**config.mk**
```make
export PLATFORM = sky130hd
export DESIGN_NAME = rt_ctrl
export DESIGN_NICKNAME = d
export VERILOG_FILES = /design/src/rtl/rt_pkg.sv /design/src/rtl/rt_ctrl.sv
export SDC_FILE = /design/constraint.sdc
export NUM_CORES = 1
export LEC_CHECK = 0
export BUFFER_PORTS_ARGS = -buffer_cell sky130_fd_sc_hd__buf_4
export CORE_UTILIZATION = 35
export CTS_CLUSTER_DIAMETER = 100
export DETAILED_ROUTE_END_ITERATION = 6
export HOLD_SLACK_MARGIN = 0.05
export MAX_ROUTING_LAYER = met4
export PLACE_DENSITY = 0.69
export SETUP_SLACK_MARGIN = 0.2
export SLEW_MARGIN = 40
export SYNTH_ARGS = -nofsm -noshare
export SYNTH_HDL_FRONTEND = slang
export SYNTH_SLANG_ARGS = --single-unit
```
**constraint.sdc**
```tcl
create_clock -name clk -period 4 [get_ports clk]
set_input_delay 0.4 -clock clk [delete_from_list [all_inputs] [get_ports clk]]
set_output_delay 0.4 -clock clk [all_outputs]
set_load 0.02 [all_outputs]
```
**src/rtl/rt_pkg.sv**
```systemverilog
// Shared types and constants for the range top-two sum tree.
// Command and status structs joining controller and datapath.
`timescale 1ns / 1ps

package rt_pkg;

	localparam int CFG_W          = 11;
	localparam int POS_W          = 11;
	localparam int IN_VAL_W       = 32;
	localparam int DEF_MAX        = 1024;
	localparam int DEF_VALUE_BITS = 32;

	localparam logic [CFG_W-1:0] COUNT_RESET = 11'd1024;

	localparam logic CMD_SET   = 1'b0;
	localparam logic CMD_QUERY = 1'b1;

	typedef struct packed {
		logic load;
		logic clear_wr;
		logic leaf_wr;
		logic sib_rd;
		logic parent_wr;
		logic q_left;
		logic q_right;
		logic out_wr;
	} rt_cmd_t;

	typedef struct packed {
		logic set_ok;
		logic query_ok;
		logic clear_last;
		logic at_top;
		logic range_done;
	} rt_stat_t;

endpackage

```
**src/rtl/rt_ctrl.sv**
```systemverilog
// Controller for the range top-two sum tree.
// Sequences clearing, set walks and query walks; depends on rt_pkg.
`timescale 1ns / 1ps

module rt_ctrl (
	input  logic              clk,
	input  logic              arst_n,
	input  logic              start,
	input  logic              command,
	input  rt_pkg::rt_stat_t  stat,
	output rt_pkg::rt_cmd_t   cmd,
	output logic              busy,
	output logic              done
);
	import rt_pkg::*;

	typedef enum logic [7:0] {
		ST_CLEAR = 8'b0000_0001,
		ST_IDLE  = 8'b0000_0010,
		ST_LEAF  = 8'b0000_0100,
		ST_SRD   = 8'b0000_1000,
		ST_SMG   = 8'b0001_0000,
		ST_QL    = 8'b0010_0000,
		ST_QR    = 8'b0100_0000,
		ST_QOUT  = 8'b1000_0000
	} state_t;

	state_t state_q;
	state_t state_d;
	logic   done_q;

	always_comb begin
		state_d = state_q;
		cmd     = '0;
		unique case (state_q)
			ST_CLEAR: begin
				cmd.clear_wr = 1'b1;
				if (stat.clear_last) state_d = ST_IDLE;
			end
			ST_IDLE: begin
				if (start) begin
					cmd.load = 1'b1;
					if (command == CMD_SET) begin
						state_d = stat.set_ok ? ST_LEAF : ST_IDLE;
					end else begin
						state_d = stat.query_ok ? ST_QL : ST_QOUT;
					end
				end
			end
			ST_LEAF: begin
				cmd.leaf_wr = 1'b1;
				state_d     = ST_SRD;
			end
			ST_SRD: begin
				cmd.sib_rd = 1'b1;
				state_d    = ST_SMG;
			end
			ST_SMG: begin
				cmd.parent_wr = 1'b1;
				state_d       = stat.at_top ? ST_IDLE : ST_SRD;
			end
			ST_QL: begin
				if (stat.range_done) begin
					state_d = ST_QOUT;
				end else begin
					cmd.q_left = 1'b1;
					state_d    = ST_QR;
				end
			end
			ST_QR: begin
				cmd.q_right = 1'b1;
				state_d     = ST_QL;
			end
			ST_QOUT: begin
				cmd.out_wr = 1'b1;
				state_d    = ST_IDLE;
			end
			default: state_d = ST_IDLE;
		endcase
	end

	always_ff @(posedge clk or negedge arst_n) begin
		if (!arst_n) begin
			state_q <= ST_CLEAR;
			done_q  <= 1'b0;
		end else begin
			state_q <= state_d;
			done_q  <= cmd.out_wr;
		end
	end

	assign busy = (state_q != ST_IDLE);
	assign done = done_q;

endmodule

```
## Word-level counts from Yosys, hierarchy flattened

Cells that the tools add are included.
Widths: inputs -> output; s select.

- Register bits: 9
- Bits of input ports: 9
- Logic and storage cells: 32

- Equal/unequal tests: 11
- Muxes and demuxes: 18
- Reduce and logical (&&, ||, !) cells: 1

Operators with widths:

| kind | count |
|---|---|
| $pmux 8 s7 | 1 |
| $mux 8 | 5 |
| $mux 1 | 10 |
| $eq 8x1->1 const B | 1 |
| $eq 8x2->1 const B | 1 |
| $eq 8x3->1 const B | 1 |
| $eq 8x4->1 const B | 1 |
| $eq 8x5->1 const B | 1 |
| $eq 8x6->1 const B | 1 |
| $eq 8x7->1 const B | 1 |
| $eq 8x8->1 const B | 1 |
| $ne 8x2->1 const B | 1 |
| $mux 4 | 1 |
| $ne 2x2->1 const B | 2 |
| $mux 3 | 1 |
| $reduce_and 2->1 | 1 |

## Longest topological paths before layout

- Word-level depth: 4
- Gate-level depth with buffers: 6
- Mapped depth without buffers: 6

## Worst setup path before layout

Ideal clock, no wire load.

- Path kind: register -> output
- Start point: reg state_q[5]
- End point: out cmd[6] (netlist bit)
- Data arrival time: 1.623 ns
- Path slack: 1.977 ns
- Cell stages (with the launch flop): 4
- Cell sequence: dfrtp_1 or4_4 or4_1 inv_1

RTL lines:

| item | RTL line | RTL |
|---|---|---|
| start, declared | rt_ctrl.sv:28 | `state_t state_q;` |
| start signal, assigned | rt_ctrl.sv:87 | `state_q <= state_d;` |
| end, declared | rt_ctrl.sv:11 | `output rt_pkg::rt_cmd_t cmd,` |

==> results.toml <==
[outcome]
outcome = "complete, no violations"

[global_route]
grt_use_total_pct = 18.2
grt_pass1_vias = 405
grt_pass1_wl_um = 1770
grt.overflow.total = 0
grt_start_max_net_pins = 10
antenna_found_initial = 0

[finish]
nets = 83
multi_input_area_um2 = 267
post-route-util_pct = 52.9
area_delta_synth_final_pct = 36.9
antennaDiodeCount = 0
fillerInstances = 122
seq_area_um2 = 226
drive_gt1_share_pct = 41.1

[worst_setup_path]
r2r-start = "state_q[5]"
crit_chain = "or4_4, or4_1, inv_1, buf_4"
max_stage_delay_ns = 0.57
crit_type = "reg2out"
reg2reg_depth = 5
crit_required_ns = 3.60
cp-end-kind = "output port"
reg2reg_to = "state_q[1]"
critPathLaunchType = "register"
r2r_slack_ns = 2.08
cp_slowest_cell = "or4_4"
arrival_ns = 1.98
critical_path.max_fanout = 5

[logic_synthesis]
ys_types = 26
ys_ff_latch = 9
syn_inst = 50
yosysWarnings = 0
synth_area_leaders = "dfrtp_1 39%, and4b_1 5.8%, dfstp_2 5.1%, nand4b_1 5.1%, and4b_2 4.4%"
synthesis.area_um2 = 515
synth_top_cell_by_area = "dfrtp_1"
synth_fp_nets = 59
ys_seq_area_share_pct = 43.9
avgSynthCellArea_um2 = 10.3
post-synth-top-area-fraction_pct = 38.8

[clock_network]
cts.clk_slew.worst_paths_ns = 0.06
h-tree-depth = 1
cts_sinks = 9
cts_root_buffer = "clkbuf_4"
worstSkewPairLatency_ns = 0.26
numCtsBuffers = 3
cts_tree = "built"
post_cts.repair.setup_buffers = 0
clockBufferDepth = 2

[timing]
setup_violations = 0
rsz0062_at_grt = "no"
max_slew.worst_pin.slew_ns = 0.619
tns_ns = 0
max_freq_mhz = 420
slew_headroom_pct = 58.3
hold_viol = 0
skew_ns = 0.00404
hold_ws_ns = 0.275
fin_crit_sh_pct = 59.5
drv_slew = 0
finalCriticalPeriod_ns = 2.38

[placed_design]
gp_congestion = 0.707
dp_hpwl_um = 919
portBuffers = 18

[route]
drt_first_pass_iters = 4
wl_per_cell_um = 12.7
finalWirelength_um = 1120
drc = 0
ant_nets = 0
via_per_inst = 5.28
vias = 465
drt-initial-drc-count = 5

[die]
rows = 13
fp.dieW_um = 40.4
io_pins = 19
design.die.area_um2 = 1630
coreArea_um2 = 1330
die_y_um = 40.4
initial_utilization_pct = 38.6

[power]
leakage_nw = 0.368
peakVddDrop_mv = 0.295
cellPowerDensity_nw_per_um2 = 570

[hold_path]
hold_path_class = "in2reg"
min_from = "stat[2]"
whs_endpoint = "state_q[0]"
worstHoldPathCells = 2

[job]
drv_cap = 0
registers in the layout, indices dropped and copies added, names as in the netlist:
register / count
done: 1
state_q: 8
cell usage in the layout (no fill, tap or decap), drive strengths merged, types with 3 or more instances in the layout:
master | netlist | layout
inv | 6 | 6
nor4 | 3 | 3
clkbuf | 0 | 4
dfrtp | 8 | 8
buf | 0 | 18
nand4b | 3 | 3
nor2 | 5 | 5
and4b | 5 | 5
synth_stat cells (all sizes together):
| master | count |
|---|---|
| dfrtp | 8 |
| inv | 6 |
| and4b | 5 |
| nor2 | 5 |
| nand4b | 3 |
| nor4 | 3 |
| nand2 | 2 |
| nand2b | 2 |
| nor2b | 2 |
| o31ai | 2 |
| or4 | 2 |
| a21oi | 1 |
| a32oi | 1 |
| and2 | 1 |
| dfstp | 1 |
| nand3 | 1 |
| nand4 | 1 |
| nor3 | 1 |
| o21ai | 1 |
| o22a | 1 |
| o22ai | 1 |
cell families (layout without fill, tap and decap cells):
family | count (synthesis) | in the layout | share of synthesized area (%)
DFF | 9 | 9 | 43.9
and+or+nand+nor | 28 | 28 | 41.3
buffers and inverters | 6 | 29 | 4.37
AOI/OAI and AO/OA | 7 | 7 | 10.4
stage by stage:
stage               worst slack, ns  power, mW  cells  area (um^2)
floorplan                      1.98      0.273     50          515
global placement               1.92      0.333     83          669
detailed placement             1.91      0.335     83          669
CTS                            1.62      0.407     88          706
global route                   1.49      0.428     88          706
finish                         1.62      0.402     88          706
worst max-delay path, delay by kind of cell, from the launching register on:
family	cells	cell delay [ns]
AND/OR/NAND/NOR	2	1.10
buffers and inverters	2	0.21
flip-flops	1	0.41
layout make-up:
type	instances	area share, %
Timing Repair Buffer	19	20.6
Multi-Input combinational cell	35	37.8
Clock buffer	4	3.72
Tap cell	15	2.66
Inverter	6	3.19
Sequential cell	9	32.1
report_power, final:
part | switching (mW) | internal (mW)
logic | 0.111 | 0.0958
clock network | 0.0315 | 0.0384
registers | 0.0186 | 0.107
total | 0.161 | 0.241
worst max path at each step:
stage	startpoint	endpoint	slack (ns)	cells past startpoint
2_1_floorplan	state_q[5]	cmd[6]	1.98	3
3_3_place_gp	state_q[5]	cmd[6]	1.92	4
3_5_place_dp	state_q[6]	cmd[2]	1.91	4
4_1_cts	state_q[6]	cmd[2]	1.62	4
5_1_grt	state_q[6]	cmd[2]	1.49	4
6_report	state_q[5]	cmd[6]	1.62	4
metal layers:
metal / GRT usage (%) / part of all wire (%)
met1: 20.3 / 47
met2: 29.0 / 47
met3: 3.33 / 4.6
met4: 12.5 / 1.7
met5: - / 0
repair_timing:
item,in CTS,in global routing
hold buffers,1,0
gates resized for setup,0,0
endpoints found under the setup margin,0,0
hold endpoints to repair,8,0
(Power assumes the default switching activity.)
